$ cat config.mk
export PLATFORM = sky130hd
export DESIGN_NAME = tape_sensor_hysteresis_detector
export DESIGN_NICKNAME = d
export VERILOG_FILES = /design/src/design/tshd_pkg.sv /design/src/design/tshd_lane.sv /design/src/design/tshd_merge.sv /design/src/design/tape_sensor_hysteresis_detector.sv
export SDC_FILE = /design/constraint.sdc
export NUM_CORES = 1
export LEC_CHECK = 0
export BUFFER_PORTS_ARGS = -buffer_cell sky130_fd_sc_hd__buf_2
export CORE_MARGIN = 2
export CORE_UTILIZATION = 55
export DETAILED_ROUTE_END_ITERATION = 10
export PLACE_DENSITY = 0.77
export SYNTH_ARGS = -nofsm -noshare
export SYNTH_HDL_FRONTEND = slang
export SYNTH_HIERARCHICAL = 1
export SYNTH_SLANG_ARGS = --single-unit
$ cat constraint.sdc
create_clock -name clk -period 6.59 [get_ports clk]
set_clock_uncertainty 0.15 [all_clocks]
set_input_delay 1.318 -clock clk [delete_from_list [all_inputs] [get_ports clk]]
set_output_delay 1.318 -clock clk [all_outputs]
set_load 0.005 [all_outputs]
$ cat src/design/tshd_pkg.sv
`timescale 1ns / 1ps

package tshd_pkg;

    localparam int READING_W   = 10;
    localparam int MAX_SENSORS = 6;
    localparam int WORD_W      = 6;
    localparam int CODE_W      = 2;
    localparam int CFG_INDEX_W = 1;

    localparam logic [READING_W-1:0] HIGH_RESET = 10'd800;
    localparam logic [READING_W-1:0] LOW_RESET  = 10'd750;

    // configuration register indexes
    localparam logic [CFG_INDEX_W-1:0] REG_HIGH_THRESHOLD = 1'b0;
    localparam logic [CFG_INDEX_W-1:0] REG_LOW_THRESHOLD  = 1'b1;

    typedef enum logic [CODE_W-1:0] {
        CODE_SAME = 2'd0,
        CODE_ROSE = 2'd1,
        CODE_FELL = 2'd2
    } change_code_t;

    // detector state seen by the lanes and the output checks
    typedef struct packed {
        logic [WORD_W-1:0] cur_bits;
        logic [WORD_W-1:0] rep_bits;
        change_code_t      last_code;
    } tshd_state_t;

    // what the merge stage decides for the item in flight
    typedef struct packed {
        logic              emit;
        change_code_t      code;
        logic [WORD_W-1:0] word;
    } tshd_result_t;

endpackage

$ cat src/design/tshd_lane.sv
`timescale 1ns / 1ps

module tshd_lane (
    input  logic [tshd_pkg::READING_W-1:0] lit,
    input  logic [tshd_pkg::READING_W-1:0] unlit,
    input  logic [tshd_pkg::READING_W-1:0] high_thr,
    input  logic [tshd_pkg::READING_W-1:0] low_thr,
    input  logic                           cur_bit,
    input  logic                           rep_bit,
    output logic                           next_bit
);
    import tshd_pkg::*;

    logic [READING_W:0] diff;
    logic               neg;

    // borrow out means the 10-bit wrapped difference is huge: always above high
    assign diff = {1'b0, lit} - {1'b0, unlit};
    assign neg  = diff[READING_W];

    always_comb
    begin
        if (!neg && (diff[READING_W-1:0] < low_thr))
            next_bit = 1'b0;
        else if (neg || (diff[READING_W-1:0] > high_thr))
            next_bit = 1'b1;
        else
            next_bit = cur_bit | rep_bit;
    end

endmodule

$ cat src/design/tshd_merge.sv
`timescale 1ns / 1ps

module tshd_merge (
    input  logic                        clk,
    input  logic                        rst_n,
    input  logic                        accept,
    input  logic [tshd_pkg::WORD_W-1:0] lane_word,
    output tshd_pkg::tshd_state_t       state,
    output tshd_pkg::tshd_result_t      result
);
    import tshd_pkg::*;

    logic [WORD_W-1:0] cur_bits_reg;
    logic [WORD_W-1:0] rep_bits_reg;
    change_code_t      last_code_reg;
    change_code_t      code;

    always_comb
    begin
        if (lane_word > rep_bits_reg)
            code = CODE_ROSE;
        else if (lane_word < rep_bits_reg)
            code = CODE_FELL;
        else
            code = CODE_SAME;
    end

    assign result.emit = (code != last_code_reg);
    assign result.code = code;
    assign result.word = lane_word;

    assign state.cur_bits  = cur_bits_reg;
    assign state.rep_bits  = rep_bits_reg;
    assign state.last_code = last_code_reg;

    always_ff @(posedge clk or negedge rst_n)
    begin
        if (!rst_n)
        begin
            cur_bits_reg  <= '0;
            rep_bits_reg  <= '0;
            last_code_reg <= CODE_FELL;
        end
        else if (accept)
        begin
            cur_bits_reg <= lane_word;
            if (result.emit)
            begin
                rep_bits_reg  <= lane_word;
                last_code_reg <= code;
            end
        end
    end

endmodule

$ cat src/design/tape_sensor_hysteresis_detector.sv
`timescale 1ns / 1ps
// Throughput: one item per cycle while the skid entry is empty; the limit is the state loop through the
//   sensor lanes and the word compare in the merge stage.
// Reset (rst_n, async, active low): thresholds 800/750, sensor and reported words zero,
//   last code "fell", output and skid stages empty.
module tape_sensor_hysteresis_detector #(
    parameter int SENSOR_COUNT = 6
) (
    input  logic                             clk,
    input  logic                             rst_n,
    // configuration write port
    input  logic                             cfg_write,
    input  logic [tshd_pkg::CFG_INDEX_W-1:0] cfg_index,
    input  logic [tshd_pkg::READING_W-1:0]   cfg_data,
    // input channel
    input  logic                             in_valid,
    output logic                             in_stall,
    input  logic [tshd_pkg::READING_W-1:0]   lit_0,
    input  logic [tshd_pkg::READING_W-1:0]   lit_1,
    input  logic [tshd_pkg::READING_W-1:0]   lit_2,
    input  logic [tshd_pkg::READING_W-1:0]   lit_3,
    input  logic [tshd_pkg::READING_W-1:0]   lit_4,
    input  logic [tshd_pkg::READING_W-1:0]   lit_5,
    input  logic [tshd_pkg::READING_W-1:0]   unlit_0,
    input  logic [tshd_pkg::READING_W-1:0]   unlit_1,
    input  logic [tshd_pkg::READING_W-1:0]   unlit_2,
    input  logic [tshd_pkg::READING_W-1:0]   unlit_3,
    input  logic [tshd_pkg::READING_W-1:0]   unlit_4,
    input  logic [tshd_pkg::READING_W-1:0]   unlit_5,
    // output channel
    output logic                             out_valid,
    input  logic                             out_stall,
    output logic [tshd_pkg::CODE_W-1:0]      change_code,
    output logic [tshd_pkg::WORD_W-1:0]      sensor_word
);
    import tshd_pkg::*;

    // ------------------------------------------------------------------
    // Threshold registers
    // ------------------------------------------------------------------
    logic [READING_W-1:0] high_thr_reg;
    logic [READING_W-1:0] low_thr_reg;

    always_ff @(posedge clk or negedge rst_n)
    begin
        if (!rst_n)
        begin
            high_thr_reg <= HIGH_RESET;
            low_thr_reg  <= LOW_RESET;
        end
        else if (cfg_write)
        begin
            unique case (cfg_index)
                REG_HIGH_THRESHOLD: high_thr_reg <= cfg_data;
                REG_LOW_THRESHOLD:  low_thr_reg  <= cfg_data;
                default: ;
            endcase
        end
    end

    // ------------------------------------------------------------------
    // Sensor lanes: one hysteresis comparator per active sensor.
    // Lanes at or above SENSOR_COUNT are not built; their bits stay zero.
    // ------------------------------------------------------------------
    logic [READING_W-1:0] lit_arr   [MAX_SENSORS];
    logic [READING_W-1:0] unlit_arr [MAX_SENSORS];
    logic [WORD_W-1:0]    lane_word;
    tshd_state_t          state;
    tshd_result_t         result;
    logic                 in_xfer;

    assign lit_arr[0]   = lit_0;
    assign lit_arr[1]   = lit_1;
    assign lit_arr[2]   = lit_2;
    assign lit_arr[3]   = lit_3;
    assign lit_arr[4]   = lit_4;
    assign lit_arr[5]   = lit_5;
    assign unlit_arr[0] = unlit_0;
    assign unlit_arr[1] = unlit_1;
    assign unlit_arr[2] = unlit_2;
    assign unlit_arr[3] = unlit_3;
    assign unlit_arr[4] = unlit_4;
    assign unlit_arr[5] = unlit_5;

    for (genvar i = 0; i < MAX_SENSORS; i++)
    begin : g_lane
        if (i < SENSOR_COUNT)
        begin : g_active
            tshd_lane u_lane (
                .lit      (lit_arr[i]),
                .unlit    (unlit_arr[i]),
                .high_thr (high_thr_reg),
                .low_thr  (low_thr_reg),
                .cur_bit  (state.cur_bits[i]),
                .rep_bit  (state.rep_bits[i]),
                .next_bit (lane_word[i])
            );
        end
        else
        begin : g_unused
            assign lane_word[i] = 1'b0;
        end
    end

    // ------------------------------------------------------------------
    // Merge: word compare, change code, state update on each transfer
    // ------------------------------------------------------------------
    assign in_xfer = in_valid && !in_stall;

    tshd_merge u_merge (
        .clk       (clk),
        .rst_n     (rst_n),
        .accept    (in_xfer),
        .lane_word (lane_word),
        .state     (state),
        .result    (result)
    );

    // ------------------------------------------------------------------
    // Output register plus one skid entry. Input is stalled only while the
    // skid entry is occupied, so a waiting result never blocks the next item.
    // ------------------------------------------------------------------
    logic              out_valid_reg;
    logic              out_valid_next;
    change_code_t      out_code_reg;
    logic [WORD_W-1:0] out_word_reg;
    logic              skid_valid_reg;
    logic              skid_valid_next;
    change_code_t      skid_code_reg;
    logic [WORD_W-1:0] skid_word_reg;
    logic              out_xfer;
    logic              produce;
    logic              load_out;
    logic              load_skid;

    assign out_xfer = out_valid_reg && !out_stall;
    assign produce  = in_xfer && result.emit;
    assign in_stall = skid_valid_reg;

    always_comb
    begin
        load_out        = 1'b0;
        load_skid       = 1'b0;
        out_valid_next  = out_valid_reg;
        skid_valid_next = skid_valid_reg;
        if (skid_valid_reg)
        begin
            // drain skid into the output register
            if (out_xfer)
                skid_valid_next = 1'b0;
        end
        else if (produce)
        begin
            if (!out_valid_reg || out_xfer)
            begin
                load_out       = 1'b1;
                out_valid_next = 1'b1;
            end
            else
            begin
                load_skid       = 1'b1;
                skid_valid_next = 1'b1;
            end
        end
        else if (out_xfer)
        begin
            out_valid_next = 1'b0;
        end
    end

    always_ff @(posedge clk or negedge rst_n)
    begin
        if (!rst_n)
        begin
            out_valid_reg  <= 1'b0;
            skid_valid_reg <= 1'b0;
        end
        else
        begin
            out_valid_reg  <= out_valid_next;
            skid_valid_reg <= skid_valid_next;
        end
    end

    always_ff @(posedge clk)
    begin
        if (skid_valid_reg && out_xfer)
        begin
            out_code_reg <= skid_code_reg;
            out_word_reg <= skid_word_reg;
        end
        else if (load_out)
        begin
            out_code_reg <= result.code;
            out_word_reg <= result.word;
        end
        if (load_skid)
        begin
            skid_code_reg <= result.code;
            skid_word_reg <= result.word;
        end
    end

    assign out_valid   = out_valid_reg;
    assign change_code = out_code_reg;
    assign sensor_word = out_word_reg;

    // ------------------------------------------------------------------
    // Checks
    // ------------------------------------------------------------------
    // skid entry is only ever occupied behind a full output register
    assert property (@(posedge clk) disable iff (!rst_n)
        skid_valid_reg |-> out_valid_reg)
        else $error("skid occupied with empty output register");

    // skid fills only when the output was full and stalled
    assert property (@(posedge clk) disable iff (!rst_n)
        $rose(skid_valid_reg) |-> $past(out_valid_reg && out_stall))
        else $error("skid filled while output could take the result");

    // a reported change records its code as the last code
    assert property (@(posedge clk) disable iff (!rst_n)
        (in_xfer && result.emit) |=> (state.last_code == $past(result.code)))
        else $error("last code not updated on reported change");

    // unbuilt lanes never contribute bits
    assert property (@(posedge clk) disable iff (!rst_n)
        ((state.cur_bits >> SENSOR_COUNT) == '0))
        else $error("bit set above active sensor count");

endmodule
# Word-level counts from Yosys, hierarchy flattened
# Cells that the tools add are included.
[classes] add_sub_neg=6 n_lt_le_gt_ge=14 eq_ne=2 muxes=29 bitwise_logic=8 reduce_logical=32
[ops] op="$sub A10 B10 Y11" n=6
[ops] op="$gt A10 B10 Y1" n=6
[ops] op="$lt A10 B10 Y1" n=6
[ops] op="$mux W1" n=23
[ops] op="$mux W6" n=2
[ops] op="$logic_and A1 B1 Y1" n=10
[ops] op="$logic_not A1 Y1" n=9
[ops] op="$mux W2" n=4
[ops] op="$logic_or A1 B1 Y1" n=7
[ops] op="$gt A6 B6 Y1" n=1
[ops] op="$lt A6 B6 Y1" n=1
[ops] op="$or A1 B1 Y1" n=6
[ops] op="$reduce_and A2 Y1" n=3
[ops] op="$reduce_bool A2 Y1" n=2
[ops] op="$reduce_and A3 Y1" n=1
[ops] op="$ne A2 B1 Y1 const B" n=1
[ops] op="$ne A2 B2 Y1" n=1
[ops] op="$not A1 Y1" n=2
[word_totals] ff_bits=52 input_bits=136 output_inout_bits=10 wordCells=102

# Longest topological paths before layout
[depth] ltp_word=14 depth_mapped=23 ltp_nobuf=23

# Cells and area by module
# Netlist, hierarchy kept.
[modules_own_cells] module="tshd_lane at g_lane[3].g_active.u_lane ..." instances=3 cells_per_inst=131 area_each_um2=920.9 seq_area_each_um2=0.0
[modules_own_cells] module="tshd_lane at g_lane[0].g_active.u_lane ..." instances=2 cells_per_inst=133 area_each_um2=948.4 seq_area_each_um2=0.0
[modules_own_cells] module="tape_sensor_hysteresis_detector" instances=1 cells_per_inst=80 area_each_um2=1457.6 seq_area_each_um2=1043.5
[modules_own_cells] module="tshd_lane at g_lane[1].g_active.u_lane" instances=1 cells_per_inst=126 area_each_um2=932.1 seq_area_each_um2=0.0
[modules_own_cells] module="tshd_merge" instances=1 cells_per_inst=64 area_each_um2=815.8 seq_area_each_um2=351.6

# Worst setup path after synthesis
# No wires, ideal clock.
[synth_timing] kind="in2reg" start="input port lit_5[0] (netlist name)" end="register out_code_reg[0], in the netlist change_code[0], enable pin" setup_time_ns=0.377 arrival_ns=5.571 required_ns=6.063 slack_ns=0.492 path_stages=22 n_path_buf=0 path_cell_list="inv_1 ha_1 inv_1 fa_1 a21oi_1 o21ai_1 a21o_1 a21oi_1 xnor2_1 ha_1 and4_1 nand4_1 a211o_1 a31oi_1 o21ai_1 ha_1 a21oi_1 o21ai_2 o311a_1 a211oi_1 nand3b_1 a22oi_1"
[synth_lines] element="start, declared" line="tape_sensor_hysteresis_detector.sv:23" rtl="input logic [tshd_pkg::READING_W-1:0] lit_5,"
[synth_lines] element="end signal, assigned" line="tape_sensor_hysteresis_detector.sv:189" rtl="out_code_reg <= skid_code_reg;"
[synth_lines] element="end signal, assigned" line="tape_sensor_hysteresis_detector.sv:194" rtl="out_code_reg <= result.code;"
[synth_lines] element="end, declared" line="tape_sensor_hysteresis_detector.sv:125" rtl="change_code_t out_code_reg;"

==> flow_summary.json <==
{
  "synth.lib_cells_used.distinct": 59,
  "critical-path-slowest-cell": "sky130_fd_sc_hd__fa_1",
  "critical_path.startpoint": "lit_5[0]",
  "initial_drt_pass_iterations": 5,
  "final_period_minus_worst_setup_slack_ns": 6.142,
  "ctsHtreeMaxLevel": 2,
  "design.die.area_sq_um": 15270,
  "floorplan.die.width_microns": 123.6,
  "tightestPinTransition_ns": 1.039,
  "p_comb_frac": 0.594,
  "postRouteAntennaNets": 0,
  "worstPathRequired_ns": 6.44,
  "drt_first_iter_violations": 360,
  "remaining_drc_errors": 0,
  "syn-num-nets": 1251,
  "grt_pass1_vias": 6652,
  "grt_first_pass_wirelength_microns": 30510,
  "detailedPlacementHpwl_microns": 15030,
  "holdPathStages": 1,
  "routed_wire_length_per_instance_microns": 14.72,
  "slew_headroom": 0.3056,
  "max-vdd-ir-drop_uv": 121.9,
  "totalNegativeSetupSlack_ns": 0,
  "maxCapViolations": 0,
  "postSynthAreaPerCell_sq_um": 8.466,
  "yosys_warnings": 6,
  "antenna_cells_inserted": 0,
  "clock.fmax_ghz": 0.1628,
  "grt_setup_unrepaired": "false",
  "whs_endpoint": "u_merge/cur_bits_reg[0]",
  "synthTopCellsByArea": "sky130_fd_sc_hd__ha_1 (29%), sky130_fd_sc_hd__inv_1 (10%), sky130_fd_sc_hd__dfrtp_1 (8.0%), sky130_fd_sc_hd__edfxtp_1 (6.1%), sky130_fd_sc_hd__mux2_2 (5.2%)",
  "worst-path-max-fanout": 8,
  "grt_antenna_before_repair": 0,
  "run_status": "finished clean",
  "tritoncts.num_buffers": 5,
  "rr_startpoint": "high_thr_reg[9]",
  "floorplan.io_pins": 146,
  "crit_path_max_incr_delay_ns": 0.40,
  "post-synth-top-area-fraction": 0.2864,
  "drt-total-wl_microns": 18500,
  "synth.yosys.seq_area_share": 0.1774,
  "pin_count_of_the_biggest_net_entering_global_routing": 37,
  "sequentialPowerShare": 0.281,
  "power_switching_share": 0.4200,
  "area_growth_syn_to_layout_pct": 13.51,
  "net-switching-power_uw": 867.4,
  "cts_resized": 0,
  "overflow": 0,
  "reg2regPathDepth": 15,
  "power.internal_uw": 1198,
  "nFillCells": 1242,
  "timing.reg2reg.setup_slack_ns": 2.21,
  "critical_path.top_delay_family": "compound AO/OA/AOI/OAI gates",
  "synthTopCellsByCount": "sky130_fd_sc_hd__inv_1 (209), sky130_fd_sc_hd__ha_1 (180), sky130_fd_sc_hd__nand2_1 (64)",
  "clock-sinks": 52,
  "finalSetupViolations": 0,
  "initial_util": 0.5644,
  "post_cts.repair.setup_buffers": 0,
  "clkLatencyLatePin_ns": 0.29,
  "design.core.area_sq_um": 13930,
  "die_h_microns": 123.6,
  "power.share.clock": 0.126,
  "numPortBuffers": 145,
  "routabilityCongestion": 0.8754,
  "path_class": "primary input to flip-flop",
  "worst_setup_path_start_kind": "primary input",
  "netlist.top_cell.by_area": "sky130_fd_sc_hd__ha_1",
  "yosys_most_used_dff": "sky130_fd_sc_hd__dfrtp_1",
  "worstPathCellList": "buf_2, inv_1, ha_1, inv_1, fa_1, a21oi_1, o21ai_1, a21o_1, a21oi_1, xnor2_1, ha_1, and4_1, nand4_1, a211o_1, a31oi_1, o21ai_1, ha_1, a21oi_1, o21ai_2, o311a_1, a211oi_1, nand3b_1, a22oi_1, buf_4",
  "number_of_instances_in_the_synthesized_netlist": 929,
  "worst_setup_hold_path_clk_slew_ns": 0.06,
  "static_leakage_uw": 0.004859,
  "final_max_slew_viol_count": 0,
  "finish.utilization": 0.6407,
  "synth.cell_area_sq_um": 7865,
  "hold_viol": 0,
  "ys_seq_elements": 52,
  "synth-async-reset-ratio": 0.6923,
  "crit_buf_inv": 4,
  "type_of_the_worst_min_delay_path": "flip-flop to flip-flop",
  "clk_path_buf_depth": 2,
  "nNetsFinal": 1398,
  "critPathArrivalTime_ns": 5.99,
  "number_of_enable_flip_flop_cells_after_synthesis": 16,
  "globalRouteTotalUtil": 0.2506,
  "vias": 7016,
  "clock-root-buffer": "sky130_fd_sc_hd__clkbuf_16",
  "min-delay-start": "u_merge/cur_bits_reg[0]",
  "cts_tree": "done",
  "fin_crit_sh": 0.9320,
  "total_of_hold_buffers_inserted_after_clock_tree_synthesis": 0,
  "layout-drive-gt1-share": 0.2154,
  "power.density_cell_area_nw_per_um2": 231.3,
  "synth.most_common_cell": "sky130_fd_sc_hd__inv_1",
  "routed_via_density": 5.582,
  "critical_path.reg2reg.endpoint": "sensor_word[5]",
  "critical_path.endpoint_type": "flip-flop",
  "row_count": 43
}
layer usage:
metal / wire, microns / global-route usage / part of all wire
met3: 887 / 0.02289 / 0.048
met1: 8560 / 0.3392 / 0.46
met5: 0 / 0 / 0
met2: 8712 / 0.4286 / 0.47
met4: 340 / 0.06676 / 0.018
worst max path at each step:
stage               slack (ns)  cells after the start        endpoint
floorplan                 0.49                     22  change_code[0]
global placement          0.38                     24  sensor_word[0]
detailed placement        0.18                     24  sensor_word[0]
CTS                       0.47                     24  sensor_word[5]
global route              0.01                     23  sensor_word[5]
finish                    0.45                     24  sensor_word[5]
logic make-up after synthesis:
| group | Yosys count | synth area share |
|---|---|---|
| fa+ha+maj | 186 | 0.3016 |
| simple gates | 184 | 0.1233 |
| mux | 42 | 0.06300 |
| flops | 52 | 0.1774 |
| xor+xnor | 43 | 0.04788 |
| buf+inv | 217 | 0.1074 |
| compound gates | 205 | 0.1794 |
cell type report:
| cell class | count | area (sq um) | share of cell area |
|---|---|---|---|
| clock buffers | 6 | 138.9 | 0.01556 |
| clock inverters | 2 | 10.01 | 0.001121 |
| inverters | 209 | 784.5 | 0.08788 |
| multi-input cells | 660 | 5625 | 0.6301 |
| flip-flops and latches | 52 | 1395 | 0.1563 |
| well taps | 180 | 225.2 | 0.02523 |
| repair buffers | 148 | 748.2 | 0.08381 |
power groups by stage:
stage          clock network, uW  registers (uW)  logic (uW)
2_1_floorplan                  0             528         925
3_3_place_gp                   0             579        1170
4_1_cts                      263             577        1220
6_report                     259             580        1230
5_1_grt                      275             589        1410
3_5_place_dp                   0             582        1210
placed cells by master, fill, tap and decap left out, drive strengths merged, types with 11 or more instances in the layout:
cell,netlist,final
nand3,24,24
a21o,14,14
edfxtp,16,16
ha,180,180
nor2,19,19
a21oi,54,54
dfstp,11,11
mux2,42,42
dfrtp,25,25
nor2b,11,11
nand4,11,11
a211oi,12,12
nand2,65,65
xor2,14,14
o21ai,44,44
buf,8,148
a31oi,17,17
inv,209,209
xnor2,29,29
nand2b,16,16
stage by stage:
stage / std cells / worst slack (ns) / hold slack, ns / instance area [sq um] / power [uW]
6_report: 1257 / 0.4480 / 0.3599 / 8927 / 2065
5_1_grt: 1257 / 0.01480 / 0.3735 / 8927 / 2270
4_1_cts: 1257 / 0.4721 / 0.3612 / 8927 / 2063
3_5_place_dp: 1249 / 0.1817 / 0.3469 / 8778 / 1793
3_3_place_gp: 1249 / 0.3771 / 0.3396 / 8778 / 1752
2_1_floorplan: 929 / 0.4920 / 0.3316 / 7865 / 1454
(Power assumes the default switching activity.)
